[src/rtl/pressure_temperature_compensation_core_defines.svh]
// Assertion macros for the compensation core.
// Included by files that carry concurrent checks; no other dependencies.
`ifndef PRESSURE_TEMPERATURE_COMPENSATION_CORE_DEFINES_SVH
`define PRESSURE_TEMPERATURE_COMPENSATION_CORE_DEFINES_SVH
`ifndef SYNTHESIS
`define PTC_ASSERT(lbl, prop) lbl: assert property (@(posedge i_clk) disable iff (!i_rst_n) \
    prop) else $error("ptc check failed");
`define PTC_ASSERT_ALWAYS(lbl, prop) lbl: assert property (@(posedge i_clk) prop) \
    else $error("ptc check failed");
`else
`define PTC_ASSERT(lbl, prop)
`define PTC_ASSERT_ALWAYS(lbl, prop)
`endif
`endif

[src/rtl/ptc_pkg.sv]
// Shared types, constants and helpers of the compensation core.
// No dependencies.
package ptc_pkg;
    localparam logic [63:0] FINE_OFFSET = 64'd128000;
    localparam logic [20:0] ADC_FULL    = 21'd1048576;
    localparam logic [63:0] DIV_SCALE   = 64'd3125;
    localparam logic [31:0] ROUND_HALF  = 32'd128;
    localparam logic [63:0] ONE_Q47     = 64'h0000_8000_0000_0000;

    localparam logic [1:0] REG_TEMP    = 2'd0;
    localparam logic [1:0] REG_PLOW    = 2'd1;
    localparam logic [1:0] REG_PHIGH   = 2'd2;
    localparam logic [1:0] REG_PNINE   = 2'd3;

    localparam logic OP_TEMP  = 1'b0;
    localparam logic OP_PRESS = 1'b1;

    typedef enum logic [4:0] {
        S_IDLE, S_T1, S_T2, S_T3, S_T4,
        S_P1, S_P2, S_P3, S_P4, S_P5, S_P6, S_P7,
        S_DIV, S_P8, S_P9, S_P10, S_PF, S_DONE
    } t_state;

    typedef struct packed {
        logic        start;
        logic [63:0] a;
        logic [63:0] b;
        logic [6:0]  len;
    } t_mul_req;

    typedef struct packed {
        logic        start;
        logic [63:0] dividend;
        logic [63:0] divisor;
    } t_div_req;

    function automatic logic [63:0] sx16(input logic [15:0] v);
        return {{48{v[15]}}, v};
    endfunction

    function automatic logic [63:0] sx32(input logic [31:0] v);
        return {{32{v[31]}}, v};
    endfunction
endpackage

[src/rtl/ptc_mul.sv]
// Bit-serial shift-add multiplier, low 64 bits of a times signed len-bit b.
// Depends on ptc_pkg.
module ptc_mul (
    input  logic              i_clk,
    input  logic              i_rst_n,
    input  ptc_pkg::t_mul_req i_req,
    output logic              o_done,
    output logic [63:0]       o_prod
);
    import ptc_pkg::*;

    logic [63:0] r_a, r_b, r_acc;
    logic [6:0]  r_cnt;
    logic        r_busy, r_done;
    logic [63:0] w_term;
    logic        w_last;

    assign w_last = (r_cnt == 7'd1);

    always_comb begin
        if (!r_b[0]) begin
            w_term = '0;
        end else if (w_last) begin
            w_term = ~r_a + 64'd1;
        end else begin
            w_term = r_a;
        end
    end

    always_ff @(posedge i_clk) begin
        if (!i_rst_n) begin
            r_busy <= 1'b0;
            r_done <= 1'b0;
            r_cnt  <= '0;
        end else begin
            r_done <= 1'b0;
            if (i_req.start) begin
                r_busy <= 1'b1;
                r_cnt  <= i_req.len;
            end else if (r_busy) begin
                r_cnt <= r_cnt - 7'd1;
                if (w_last) begin
                    r_busy <= 1'b0;
                    r_done <= 1'b1;
                end
            end
        end
    end

    always_ff @(posedge i_clk) begin
        if (i_req.start) begin
            r_a   <= i_req.a;
            r_b   <= i_req.b;
            r_acc <= '0;
        end else if (r_busy) begin
            r_acc <= r_acc + w_term;
            r_a   <= {r_a[62:0], 1'b0};
            r_b   <= {1'b0, r_b[63:1]};
        end
    end

    assign o_done = r_done;
    assign o_prod = r_acc;
endmodule

[src/rtl/ptc_div.sv]
// Bit-serial restoring divider, unsigned 64 by 64 bits, one quotient bit a cycle.
// Depends on ptc_pkg.
module ptc_div (
    input  logic              i_clk,
    input  logic              i_rst_n,
    input  ptc_pkg::t_div_req i_req,
    output logic              o_done,
    output logic [63:0]       o_quo
);
    import ptc_pkg::*;

    logic [63:0] r_rem, r_quo, r_den;
    logic [6:0]  r_cnt;
    logic        r_busy, r_done;
    logic [64:0] w_shift, w_diff;

    assign w_shift = {r_rem, r_quo[63]};
    assign w_diff  = w_shift - {1'b0, r_den};

    always_ff @(posedge i_clk) begin
        if (!i_rst_n) begin
            r_busy <= 1'b0;
            r_done <= 1'b0;
            r_cnt  <= '0;
        end else begin
            r_done <= 1'b0;
            if (i_req.start) begin
                r_busy <= 1'b1;
                r_cnt  <= 7'd64;
            end else if (r_busy) begin
                r_cnt <= r_cnt - 7'd1;
                if (r_cnt == 7'd1) begin
                    r_busy <= 1'b0;
                    r_done <= 1'b1;
                end
            end
        end
    end

    always_ff @(posedge i_clk) begin
        if (i_req.start) begin
            r_rem <= '0;
            r_quo <= i_req.dividend;
            r_den <= i_req.divisor;
        end else if (r_busy) begin
            if (!w_diff[64]) begin
                r_rem <= w_diff[63:0];
                r_quo <= {r_quo[62:0], 1'b1};
            end else begin
                r_rem <= w_shift[63:0];
                r_quo <= {r_quo[62:0], 1'b0};
            end
        end
    end

    assign o_done = r_done;
    assign o_quo  = r_quo;
endmodule

[src/rtl/pressure_temperature_compensation_core.sv]
// Barometric sensor integer compensation: temperature and pressure paths.
// Depends on ptc_pkg, ptc_mul, ptc_div and the core defines header.
//
// One word in gives one word out. A temperature word takes three
// 16/18-bit serial products. A pressure word takes ten serial products
// and one pass through the serial divider. A zero divisor ends the word
// after the sixth product. Every product runs on the single shift-add
// multiplier and the quotient on the one-bit-a-cycle divider. Words are
// processed one at a time; the next word is taken once the result sits in
// the output register, and s_axis_tready is low while a word is in work.
`include "pressure_temperature_compensation_core_defines.svh"
module pressure_temperature_compensation_core (
    input  logic        i_clk,
    input  logic        i_rst_n,
    input  logic        i_cfg_we,
    input  logic [1:0]  i_cfg_index,
    input  logic [63:0] i_cfg_data,
    input  logic        s_axis_tvalid,
    output logic        s_axis_tready,
    input  logic [23:0] s_axis_tdata,   // [19:0] adc_value, zero pad
    input  logic        s_axis_tuser,   // [0] op
    output logic        m_axis_tvalid,
    input  logic        m_axis_tready,
    output logic [71:0] m_axis_tdata,   // [31:0] temperature_centi,
                                        // [63:32] pressure_q24_8,
                                        // [64] zero_divisor, zero pad
    output logic        m_axis_tuser    // [0] kind
);
    import ptc_pkg::*;

    t_state      r_state, n_state;
    logic        r_issue;
    logic [47:0] r_tc;
    logic [63:0] r_pl, r_ph;
    logic [15:0] r_p9;
    logic [31:0] r_fine;
    logic [19:0] r_adc;
    logic        r_kind;
    logic [63:0] r_x, r_xx, r_y, r_v, r_num, r_q, r_w;
    logic [31:0] r_ta, r_tb;
    logic [31:0] r_res_t, r_res_p;
    logic        r_res_z, r_neg;
    logic        r_mv;
    logic [71:0] r_mdata;
    logic        r_muser;

    t_mul_req    w_mreq;
    t_div_req    w_dreq;
    logic        w_mul_done, w_div_done, w_is_mul;
    logic [63:0] w_prod, w_quo, w_h;
    logic [31:0] w_t32, w_fine_new;
    logic        w_accept, w_out_free;

    assign s_axis_tready = (r_state == S_IDLE);
    assign w_accept      = s_axis_tvalid && s_axis_tready;
    assign w_out_free    = !r_mv || m_axis_tready;
    assign w_h           = $signed(r_q) >>> 13;
    assign w_t32         = $signed(w_prod[31:0]) >>> 14;
    assign w_fine_new    = r_ta + w_t32;

    ptc_mul u_mul (
        .i_clk  (i_clk),
        .i_rst_n(i_rst_n),
        .i_req  (w_mreq),
        .o_done (w_mul_done),
        .o_prod (w_prod)
    );

    ptc_div u_div (
        .i_clk  (i_clk),
        .i_rst_n(i_rst_n),
        .i_req  (w_dreq),
        .o_done (w_div_done),
        .o_quo  (w_quo)
    );

    always_comb begin
        w_is_mul   = 1'b1;
        w_mreq.a   = r_x;
        w_mreq.b   = r_x;
        w_mreq.len = 7'd64;
        unique case (r_state)
            S_T1: begin
                w_mreq.a   = {47'd0, r_adc[19:3]} - {47'd0, r_tc[15:0], 1'b0};
                w_mreq.b   = sx16(r_tc[31:16]);
                w_mreq.len = 7'd16;
            end
            S_T2: begin
                w_mreq.a   = {48'd0, r_adc[19:4]} - {48'd0, r_tc[15:0]};
                w_mreq.b   = w_mreq.a;
                w_mreq.len = 7'd18;
            end
            S_T3: begin
                w_mreq.a   = sx32(r_tb);
                w_mreq.b   = sx16(r_tc[47:32]);
                w_mreq.len = 7'd16;
            end
            S_P1: begin
                w_mreq.len = 7'd34;
            end
            S_P2: begin
                w_mreq.a   = r_xx;
                w_mreq.b   = sx16(r_ph[31:16]);
                w_mreq.len = 7'd16;
            end
            S_P3: begin
                w_mreq.b   = sx16(r_ph[15:0]);
                w_mreq.len = 7'd16;
            end
            S_P4: begin
                w_mreq.a   = r_xx;
                w_mreq.b   = sx16(r_pl[47:32]);
                w_mreq.len = 7'd16;
            end
            S_P5: begin
                w_mreq.b   = sx16(r_pl[31:16]);
                w_mreq.len = 7'd16;
            end
            S_P6: begin
                w_mreq.a   = ONE_Q47 + r_v;
                w_mreq.b   = {48'd0, r_pl[15:0]};
                w_mreq.len = 7'd17;
            end
            S_P7: begin
                w_mreq.a   = {12'd0, ADC_FULL - {1'b0, r_adc}, 31'd0} - r_y;
                w_mreq.b   = DIV_SCALE;
                w_mreq.len = 7'd13;
            end
            S_P8: begin
                w_mreq.a   = w_h;
                w_mreq.b   = sx16(r_p9);
                w_mreq.len = 7'd16;
            end
            S_P9: begin
                w_mreq.a   = r_w;
                w_mreq.b   = w_h;
            end
            S_P10: begin
                w_mreq.a   = r_q;
                w_mreq.b   = sx16(r_ph[63:48]);
                w_mreq.len = 7'd16;
            end
            default: begin
                w_is_mul = 1'b0;
            end
        endcase
        w_mreq.start = r_issue && w_is_mul;
        w_dreq.start    = r_issue && (r_state == S_DIV);
        w_dreq.dividend = r_num[63] ? (~r_num + 64'd1) : r_num;
        w_dreq.divisor  = r_v[63] ? (~r_v + 64'd1) : r_v;
    end

    always_comb begin
        n_state = r_state;
        unique case (r_state)
            S_IDLE:  if (w_accept) n_state = (s_axis_tuser == OP_TEMP) ? S_T1 : S_P1;
            S_T1:    if (w_mul_done) n_state = S_T2;
            S_T2:    if (w_mul_done) n_state = S_T3;
            S_T3:    if (w_mul_done) n_state = S_T4;
            S_T4:    n_state = S_DONE;
            S_P1:    if (w_mul_done) n_state = S_P2;
            S_P2:    if (w_mul_done) n_state = S_P3;
            S_P3:    if (w_mul_done) n_state = S_P4;
            S_P4:    if (w_mul_done) n_state = S_P5;
            S_P5:    if (w_mul_done) n_state = S_P6;
            S_P6:    if (w_mul_done) n_state = (w_prod[63:33] == '0) ? S_DONE : S_P7;
            S_P7:    if (w_mul_done) n_state = S_DIV;
            S_DIV:   if (w_div_done) n_state = S_P8;
            S_P8:    if (w_mul_done) n_state = S_P9;
            S_P9:    if (w_mul_done) n_state = S_P10;
            S_P10:   if (w_mul_done) n_state = S_PF;
            S_PF:    n_state = S_DONE;
            S_DONE:  if (w_out_free) n_state = S_IDLE;
            default: n_state = S_IDLE;
        endcase
    end

    always_ff @(posedge i_clk) begin
        if (!i_rst_n) begin
            r_state <= S_IDLE;
            r_issue <= 1'b0;
            r_mv    <= 1'b0;
            r_tc    <= '0;
            r_pl    <= '0;
            r_ph    <= '0;
            r_p9    <= '0;
            r_fine  <= '0;
        end else begin
            r_state <= n_state;
            r_issue <= (n_state != r_state);
            if (i_cfg_we) begin
                unique case (i_cfg_index)
                    REG_TEMP:  r_tc <= i_cfg_data[47:0];
                    REG_PLOW:  r_pl <= i_cfg_data;
                    REG_PHIGH: r_ph <= i_cfg_data;
                    REG_PNINE: r_p9 <= i_cfg_data[15:0];
                    default:   ;
                endcase
            end
            if (r_state == S_T3 && w_mul_done) begin
                r_fine <= w_fine_new;
            end
            if (r_state == S_DONE && w_out_free) begin
                r_mv <= 1'b1;
            end else if (m_axis_tready) begin
                r_mv <= 1'b0;
            end
        end
    end

    always_ff @(posedge i_clk) begin
        if (w_accept) begin
            r_adc  <= s_axis_tdata[19:0];
            r_kind <= s_axis_tuser;
            r_x    <= sx32(r_fine) - FINE_OFFSET;
        end
        unique case (r_state)
            S_T1: if (w_mul_done) r_ta <= $signed(w_prod[31:0]) >>> 11;
            S_T2: if (w_mul_done) r_tb <= $signed(w_prod[31:0]) >>> 12;
            S_T4: begin
                r_res_t <= $signed((r_fine << 2) + r_fine + ROUND_HALF) >>> 8;
                r_res_p <= '0;
                r_res_z <= 1'b0;
            end
            S_P1: if (w_mul_done) r_xx <= w_prod;
            S_P2: if (w_mul_done) r_y <= w_prod;
            S_P3: if (w_mul_done) r_y <= r_y + {w_prod[46:0], 17'd0}
                                       + {{13{r_pl[63]}}, r_pl[63:48], 35'd0};
            S_P4: if (w_mul_done) r_v <= $signed(w_prod) >>> 8;
            S_P5: if (w_mul_done) r_v <= r_v + {w_prod[51:0], 12'd0};
            S_P6: if (w_mul_done) begin
                r_v     <= $signed(w_prod) >>> 33;
                r_res_t <= '0;
                r_res_p <= '0;
                r_res_z <= (w_prod[63:33] == '0);
            end
            S_P7: if (w_mul_done) begin
                r_num <= w_prod;
                r_neg <= w_prod[63] ^ r_v[63];
            end
            S_DIV: if (w_div_done) r_q <= r_neg ? (~w_quo + 64'd1) : w_quo;
            S_P8:  if (w_mul_done) r_w <= w_prod;
            S_P9:  if (w_mul_done) r_w <= $signed(w_prod) >>> 25;
            S_P10: if (w_mul_done) r_y <= $signed(w_prod) >>> 19;
            S_PF: begin
                r_res_p <= 32'(($signed(r_q + r_w + r_y) >>> 8)
                               + {{44{r_ph[47]}}, r_ph[47:32], 4'd0});
            end
            default: ;
        endcase
        if (r_state == S_DONE && w_out_free) begin
            r_mdata <= {7'd0, r_res_z, r_res_p, r_res_t};
            r_muser <= r_kind;
        end
    end

    assign m_axis_tvalid = r_mv;
    assign m_axis_tdata  = r_mdata;
    assign m_axis_tuser  = r_muser;

    `PTC_ASSERT(a_units_exclusive, !(w_mul_done && w_div_done))
    `PTC_ASSERT(a_accept_starts, w_accept |=> (r_state != S_IDLE))
    `PTC_ASSERT(a_div_in_state, w_div_done |-> (r_state == S_DIV))
endmodule
[config.mk]
export PLATFORM = sky130hd
export DESIGN_NAME = pressure_temperature_compensation_core
export DESIGN_NICKNAME = d
export VERILOG_FILES = /design/src/rtl/ptc_pkg.sv /design/src/rtl/ptc_mul.sv /design/src/rtl/ptc_div.sv /design/src/rtl/pressure_temperature_compensation_core.sv
export VERILOG_INCLUDE_DIRS = /design/src /design/src/rtl
export SDC_FILE = /design/constraint.sdc
export NUM_CORES = 2
export LEC_CHECK = 0
export BUFFER_PORTS_ARGS = -buffer_cell sky130_fd_sc_hd__buf_2
export CAP_MARGIN = 20
export CORE_AREA = 10 10 551 553
export DETAILED_ROUTE_END_ITERATION = 10
export DIE_AREA = 0 0 561 563
export GPL_ROUTABILITY_DRIVEN = 0
export MAX_ROUTING_LAYER = met4
export SYNTH_ARGS = -nofsm -noshare
export SYNTH_HDL_FRONTEND = slang
export SYNTH_SLANG_ARGS = --single-unit
[constraint.sdc]
create_clock -name i_clk -period 14.1 [get_ports i_clk]
set_clock_uncertainty 0.1 [all_clocks]
set_input_delay 4.23 -clock i_clk [delete_from_list [all_inputs] [get_ports i_clk]]
set_output_delay 4.23 -clock i_clk [all_outputs]
set_load 0.01 [all_outputs]
# --- After elaboration in Yosys (flattened, before gate mapping) ---
# Index checks and enable logic that the tools add are counted.
op_classes:
  add_sub_neg: 23
  mul: 0
  div: 0
  n_lt_le_gt_ge: 0
  n_eq_ne: 31
  shift: 0
  mux: 65
  n_bitwise: 8
  n_reduce_logical: 39
op_table:
  columns: ["op", "n"]
  rows:
  - ["two-way mux 64 bit", 18]
  - ["one-hot mux 64 bit (12 select lines)", 1]
  - ["one-hot mux 64 bit (9 select lines)", 1]
  - ["one-hot mux 64 bit (3 select lines)", 2]
  - ["adder 64 x 1 -> 64 bit, second input constant", 4]
  - ["adder 64 bit", 4]
  - ["inverter 64 bit", 4]
  - ["one-hot mux 64 bit (2 select lines)", 1]
  - ["one-hot mux 32 bit (3 select lines)", 1]
  - ["two-way mux 5 bit", 17]
  - ["one-hot mux 5 bit (17 select lines)", 1]
  - ["adder 40 bit", 2]
  - ["subtractor 65 x 64 -> 65 bit", 1]
  - ["adder 48 x 64 -> 64 bit, first input constant", 1]
  - ["one-hot mux 32 bit (2 select lines)", 1]
  - ["subtractor 52 x 64 -> 64 bit", 1]
  - ["two-way mux 63 bit", 1]
  - ["equality test 5 x 4 -> 1 bit, second input constant", 8]
  - ["one-hot mux 7 bit (5 select lines)", 1]
  - ["adder 32 x 20 -> 32 bit", 1]
  - ["adder 32 x 8 -> 32 bit, second input constant", 1]
  - ["two-way mux 32 bit", 1]
  - ["logical NOT 31 bit", 1]
  - ["two-way mux 7 bit", 4]
  - ["35 further kinds", 88]
word_totals:
  ff_bits: 1265
  latch_bits: 0
  mem_bits_rw: 0
  rom_bits: 0
  out_inout_bits: 75
  word_cells: 205
  memories: 0

# --- Logic depth before layout (Yosys ltp) ---
logic_depth:
  word_depth: 5
  ltp_mapped: 29

# --- By module ---
# A second synthesis with hierarchy kept.
hier_totals:
  hier_cells: 8019
  hier_area_um2: 76652.3
by_module_without_submodules:
  columns: ["mod", "instances", "cells_each", "area_each_um2", "seq_area_each_um2"]
  rows:
  - ["pressure_temperature_compensation_core", 1, 5414, 51249.2, 21991.1]
  - ["ptc_mul", 1, 1393, 13530.5, 5305.1]
  - ["ptc_div", 1, 1212, 11872.6, 5305.1]

# --- Least setup slack after synthesis ---
# Ideal clock, no wire load.
synth_path:
  path_kind: "input to register"
  startpoint: "in s_axis_tvalid"
  endpoint: "reg r_issue"
  setup_ns: 0.120
  arrival_time_ns: 6.076
  required_ns: 13.880
  slack_ns: 7.804
  path_stages: 4
  path_cell_list: "and3_1 > a2111oi_0 > xnor2_1 > o31a_1"
synth_between:
  elab_chain_cells: 4
synth_rtl:
  columns: ["item", "line", "text"]
  rows:
  - ["start: declaration", "pressure_temperature_compensation_core.sv:18", "input logic s_axis_tvalid,"]
  - ["logical AND 1 bit", "pressure_temperature_compensation_core.sv:55", "assign w_accept = s_axis_tvalid && s_axis_tready;"]
  - ["two-way mux 5 bit", "pressure_temperature_compensation_core.sv:156", "S_IDLE: if (w_accept) n_state = (s_axis_tuser == OP_TEMP) ? S_T1 : S_P1;"]
  - ["one-hot mux 5 bit (17 select lines)", "pressure_temperature_compensation_core.sv:155", "unique case (r_state)"]
  - ["inequality test 5 bit", "pressure_temperature_compensation_core.sv:190", "r_issue <= (n_state != r_state);"]
  - ["end signal: assignment", "pressure_temperature_compensation_core.sv:190", null]
  - ["end: declaration", "pressure_temperature_compensation_core.sv:32", "logic r_issue;"]
# Every way passes these cells.
# A chain may end at the register's enable or synchronous reset.

# --- Final worst setup path ---
layout_path:
  startpoint: "reg u_mul.r_a[9]"
  endpoint: "reg u_mul.r_acc[63], in the netlist u_mul.o_prod[63]"
layout_between:
  elab_chain_cells: 5
layout_rtl:
  columns: ["item", "line", "text"]
  rows:
  - ["start: declaration", "ptc_mul.sv:12", "logic [63:0] r_a, r_b, r_acc;"]
  - ["start signal: assignment", "ptc_mul.sv:52", "r_a <= i_req.a;"]
  - ["start signal: assignment", "ptc_mul.sv:57", "r_a <= {r_a[62:0], 1'b0};"]
  - ["inverter 64 bit", "ptc_mul.sv:24", "w_term = ~r_a + 64'd1;"]
  - ["adder 64 x 1 -> 64 bit", "ptc_mul.sv:24", null]
  - ["two-way mux 64 bit (*)", "ptc_mul.sv:23", "end else if (w_last) begin"]
  - ["two-way mux 64 bit (*)", "ptc_mul.sv:21", "if (!r_b[0]) begin"]
  - ["adder 64 bit (*)", "ptc_mul.sv:56", "r_acc <= r_acc + w_term;"]
  - ["end signal: assignment", "ptc_mul.sv:56", null]
  - ["end: declaration", "ptc_mul.sv:12", null]
# Mark *: on every way between the ends. The rest lies on a longest branch, timed or not.

==> key figures <==
Worst hold path
  • Hold WC Path Type: flip-flop to flip-flop

Clock network
  • CTS tree: built
  • Number of buffers on the longest clock path: 4
  • Cts bufs inserted: 148
  • Cts repair resizes: 0
  • Number of clock sinks: 1,208
  • Setup bufs post-CTS: 0
  • Clock latency reported for the late side of the worst-skew pair: 830 ps
  • Deepest level of the CTS H-tree: 4
  • Clock input transition at the sequential cells of the worst setup and hold paths: 60 ps
  • CTS root buffer: sky130_fd_sc_hd__clkbuf_16
  • Hold buffer count at cts: 0

STA
  • Fin crit share: roughly 51%
  • Max-slew headroom: 20.3%
  • Transition at the pin with the smallest max-transition slack: between 1000 and 1500 ps
  • Final number of setup-violating endpoints: 0
  • Fmax: 138 MHz
  • Final critical-path required period: 7230 ps
  • Hold violation total from the final report: 0
  • Unrepaired setup endpoints after global routing: false
  • Slew Viols, Final: 0
  • Crit path setup slack, layout: around 7000 ps
  • Summed negative setup slack over all endpoints: 0 ps
  • Worst hold-check slack: a little over 300 ps

Placement
  • Cell count after placement: 11,800
  • Setup Slack @ Placement: 7020 ps
  • DP HPWL: between 200 and 250 mm
  • Port buffer count: between 150 and 200
  • Placed cell area: 80,900 µm²

Yosys
  • Synth Area per Inst: 9.45 µm²
  • Number of storage elements in the synthesis netlist: 1,208
  • Fraction of the mapped netlist area in adder cells: 8.62%
  • Basic-gate share of the synthesized area counting and, or, nand and nor cells: roughly 15%
  • Sequential cell area fraction in the yosys report: 43.1%
  • Combinational family with the most area after synthesis: compound AO/OA/AOI/OAI gates
  • Mapped cell area: 75,600 µm²
  • Synth warn: 0
  • Count of different cell masters after synthesis: 93
  • Leading register cell type out of synthesis: sky130_fd_sc_hd__edfxtp_1
  • Async set or reset register ratio after synthesis: 0%
  • Compound-gate portion of the synthesized area: 20.7%
  • EDFF count, synth: 841
  • Share of synthesized area spent on multiplexers: 1.62%
  • Xor and xnor area share after synthesis: 7.60%
  • Cell count after synthesis: roughly 8,000

Floorplanning
  • Die Footprint: 316,000 µm²
  • Vertical extent of the die: 563 µm
  • Number of core rows: slightly below 200
  • Die width: 561 µm
  • Core Box Area: 293,000 µm²
  • Number of top-level pins: 171
  • Starting density of the core: 25.8%

Detailed routing
  • Count of unresolved DRC violations after routing: 0
  • Detailed Route WL: between 200 and 300 mm
  • Vias after detailed routing: about 65,000
  • Antenna-violating nets left: 0
  • DRC violation total after the first TritonRoute iteration: 8,197
  • Routed length per instance: 23.8 µm
  • Vias per Instance: 5.34
  • Initial DRT Pass Iterations: 7

Critical path
  • Worst-case reg-to-reg path depth: 23
  • WS Path Type: flip-flop to flip-flop
  • Setup crit end: u_mul.o_prod[63]
  • RR Startpoint: u_mul.r_a[9]
  • Internal reg-to-reg setup slack: around 7000 ps
  • Crit end category: flip-flop
  • Required time of the worst setup path: around 15,000 ps
  • Capturing point of the worst reg2reg path: u_mul.o_prod[63]
  • Worst setup startpoint: u_mul.r_a[9]
  • Largest driver fanout on the critical path: 9
  • Critical path launch point type: flip-flop
  • Arrival time at the worst endpoint: between 7000 and 8000 ps

Cells and area
  • Number of cells in the finished layout apart from fillers: 12,100
  • Final Util: 29.3%
  • Leading cell type in the layout, fill and taps excluded: sky130_fd_sc_hd__nand2_1
  • Filler cell count in the final layout: 30,700
  • Footprint of the flip-flops and latches: 32,600 µm²
  • Layout area overhead: 13.3%
  • Area of combinational cells with multiple inputs: 40,400 µm²
  • Fraction of layout instances using a drive strength above 1: 7.84%
  • Number of nets in the finished design: 8,598
  • Final instance area: ~86,000 µm²
  • Most frequent cells in the layout: 1,100 x sky130_fd_sc_hd__nand2_1, 841 x sky130_fd_sc_hd__edfxtp_1, 579 x sky130_fd_sc_hd__o21ai_0, 546 x sky130_fd_sc_hd__a21oi_1, 529 x sky130_fd_sc_hd__nor2_1

Global route
  • Vias in the first global route: roughly 60,000
  • Number of antenna violations at the first check in global routing: 55
  • Global-route wire length before repair: 416 mm
  • Grt ovf: 0
  • Pin count of the biggest net entering global routing: 94
  • Total GRT Usage: 17.7%

Pwr
  • Leakage Power: 31.8 nW
  • Ratio of total power to cell area: 142 nW/µm²
  • Overall power after layout: 12.1 mW
  • Maximum vdd drop: 0.0000854 V

Flow run
  • Max-cap check violation count: 0

Outcome
  • Outcome: complete, no violations
## logic make-up (layout without fill, tap and decap cells)
logic type               Yosys count  count (layout)
multiplexers                     122             122
AO/OA/AOI/OAI                   2379            2379
adder cells (fa/ha/maj)          477             477
buffers and inverters            720             844
AND/OR/NAND/NOR                 2434            2434
XOR/XNOR                         656             656
flip-flops                      1208            1208
other                              1              42
## routing by layer
metal	vias to the layer above	wire (µm)	global-route usage (%)
met5	-	0	-
met4	0	13000	6.85
met3	684	33900	4.74
met2	3371	121000	25.8
met1	31100	120000	23.5
li1	29300	-	-
## power by group
part / internal (mW) / switching (mW) / total (mW)
sequential: 4.13 / 0.281 / 4.41
combinational: 1.40 / 2.54 / 3.94
clock: 2.18 / 1.60 / 3.78
total: 7.71 / 4.42 / 12.1
## registers in the layout, summed over array words and instances (netlist names), 24 cells and up
register / count
r_num: 64
r_ph: 64
r_pl: 64
r_q: 64
r_v: 64
r_w: 64
r_xx: 64
r_y: 64
u_div.o_quo: 64
u_div.r_den: 64
u_div.r_rem: 64
u_mul.o_prod: 64
u_mul.r_a: 64
u_mul.r_b: 64
m_axis_tdata: 57
r_tc: 48
r_res_p: 32
r_res_t: 24
## Yosys cell counts, drive strengths merged, types with 48 or more instances
library cell	number	share of area (%)
a211oi	51	0.52
a21boi	211	2.1
a21o	214	2.1
a21oi	547	3.6
a221oi	65	0.75
a22oi	91	0.90
a31oi	48	0.40
and2	48	0.40
and3	54	0.45
buf	79	0.51
clkbuf	357	1.8
dfxtp	367	9.7
edfxtp	841	33
fa	73	1.9
ha	403	6.7
inv	284	1.4
mux2i	118	1.6
nand2	1102	5.5
nand2b	64	0.53
nand3	119	0.79
nand4	71	0.59
nor2	539	2.7
nor2b	59	0.49
nor3	131	0.88
nor4	56	0.48
o21a	72	0.72
o21ai	581	3.8
o21bai	59	0.59
o31ai	85	0.86
or3	74	0.62
xnor2	414	4.8
xor2	242	2.8
## worst min path at each step
| stage | slack, ps | to | startpoint | depth (start not counted) |
|---|---|---|---|---|
| 3_5_place_dp | 300 | m_axis_tdata[22] | r_res_t[22] | 0 |
| 5_1_grt | 320 | m_axis_tdata[0] | r_res_t[0] | 0 |
| 3_3_place_gp | 300 | m_axis_tdata[14] | r_res_t[14] | 0 |
| 2_1_floorplan | 300 | m_axis_tdata[0] | r_res_t[0] | 0 |
| 4_1_cts | 310 | m_axis_tdata[0] | r_res_t[0] | 0 |
| 6_report | 300 | m_axis_tdata[0] | r_res_t[0] | 0 |
## area by class of cell
cell class	instances	area share, %
antenna	35	0.102
clock buffer	181	4.62
clock inverter	70	0.793
inverter	284	1.25
multi-input combinational	6075	47.1
sequential	1208	38.1
tap	3919	5.73
timing repair buffer	309	2.29
## worst max-delay path, stage by stage (launching register included)
cell	delay (ps)
sky130_fd_sc_hd__edfxtp_1	480
sky130_fd_sc_hd__or4_1	610
sky130_fd_sc_hd__nor4_1	870
sky130_fd_sc_hd__and3_1	510
sky130_fd_sc_hd__nand2_1	240
sky130_fd_sc_hd__nor2b_1	360
sky130_fd_sc_hd__nand2_1	240
sky130_fd_sc_hd__nor2_1	310
sky130_fd_sc_hd__a21oi_1	130
sky130_fd_sc_hd__xnor2_1	170
sky130_fd_sc_hd__nor2_1	60
sky130_fd_sc_hd__ha_1	410
sky130_fd_sc_hd__a21o_1	200
sky130_fd_sc_hd__a21o_1	170
sky130_fd_sc_hd__a21oi_1	250
sky130_fd_sc_hd__o21bai_1	100
sky130_fd_sc_hd__a21o_1	180
sky130_fd_sc_hd__a21o_1	170
sky130_fd_sc_hd__a21o_1	180
sky130_fd_sc_hd__nor4b_1	500
sky130_fd_sc_hd__o311a_1	340
sky130_fd_sc_hd__nor3_1	80
sky130_fd_sc_hd__or3_1	340
sky130_fd_sc_hd__a21oi_1	120
No activity file was read; power rests on OpenSTA's default activity.
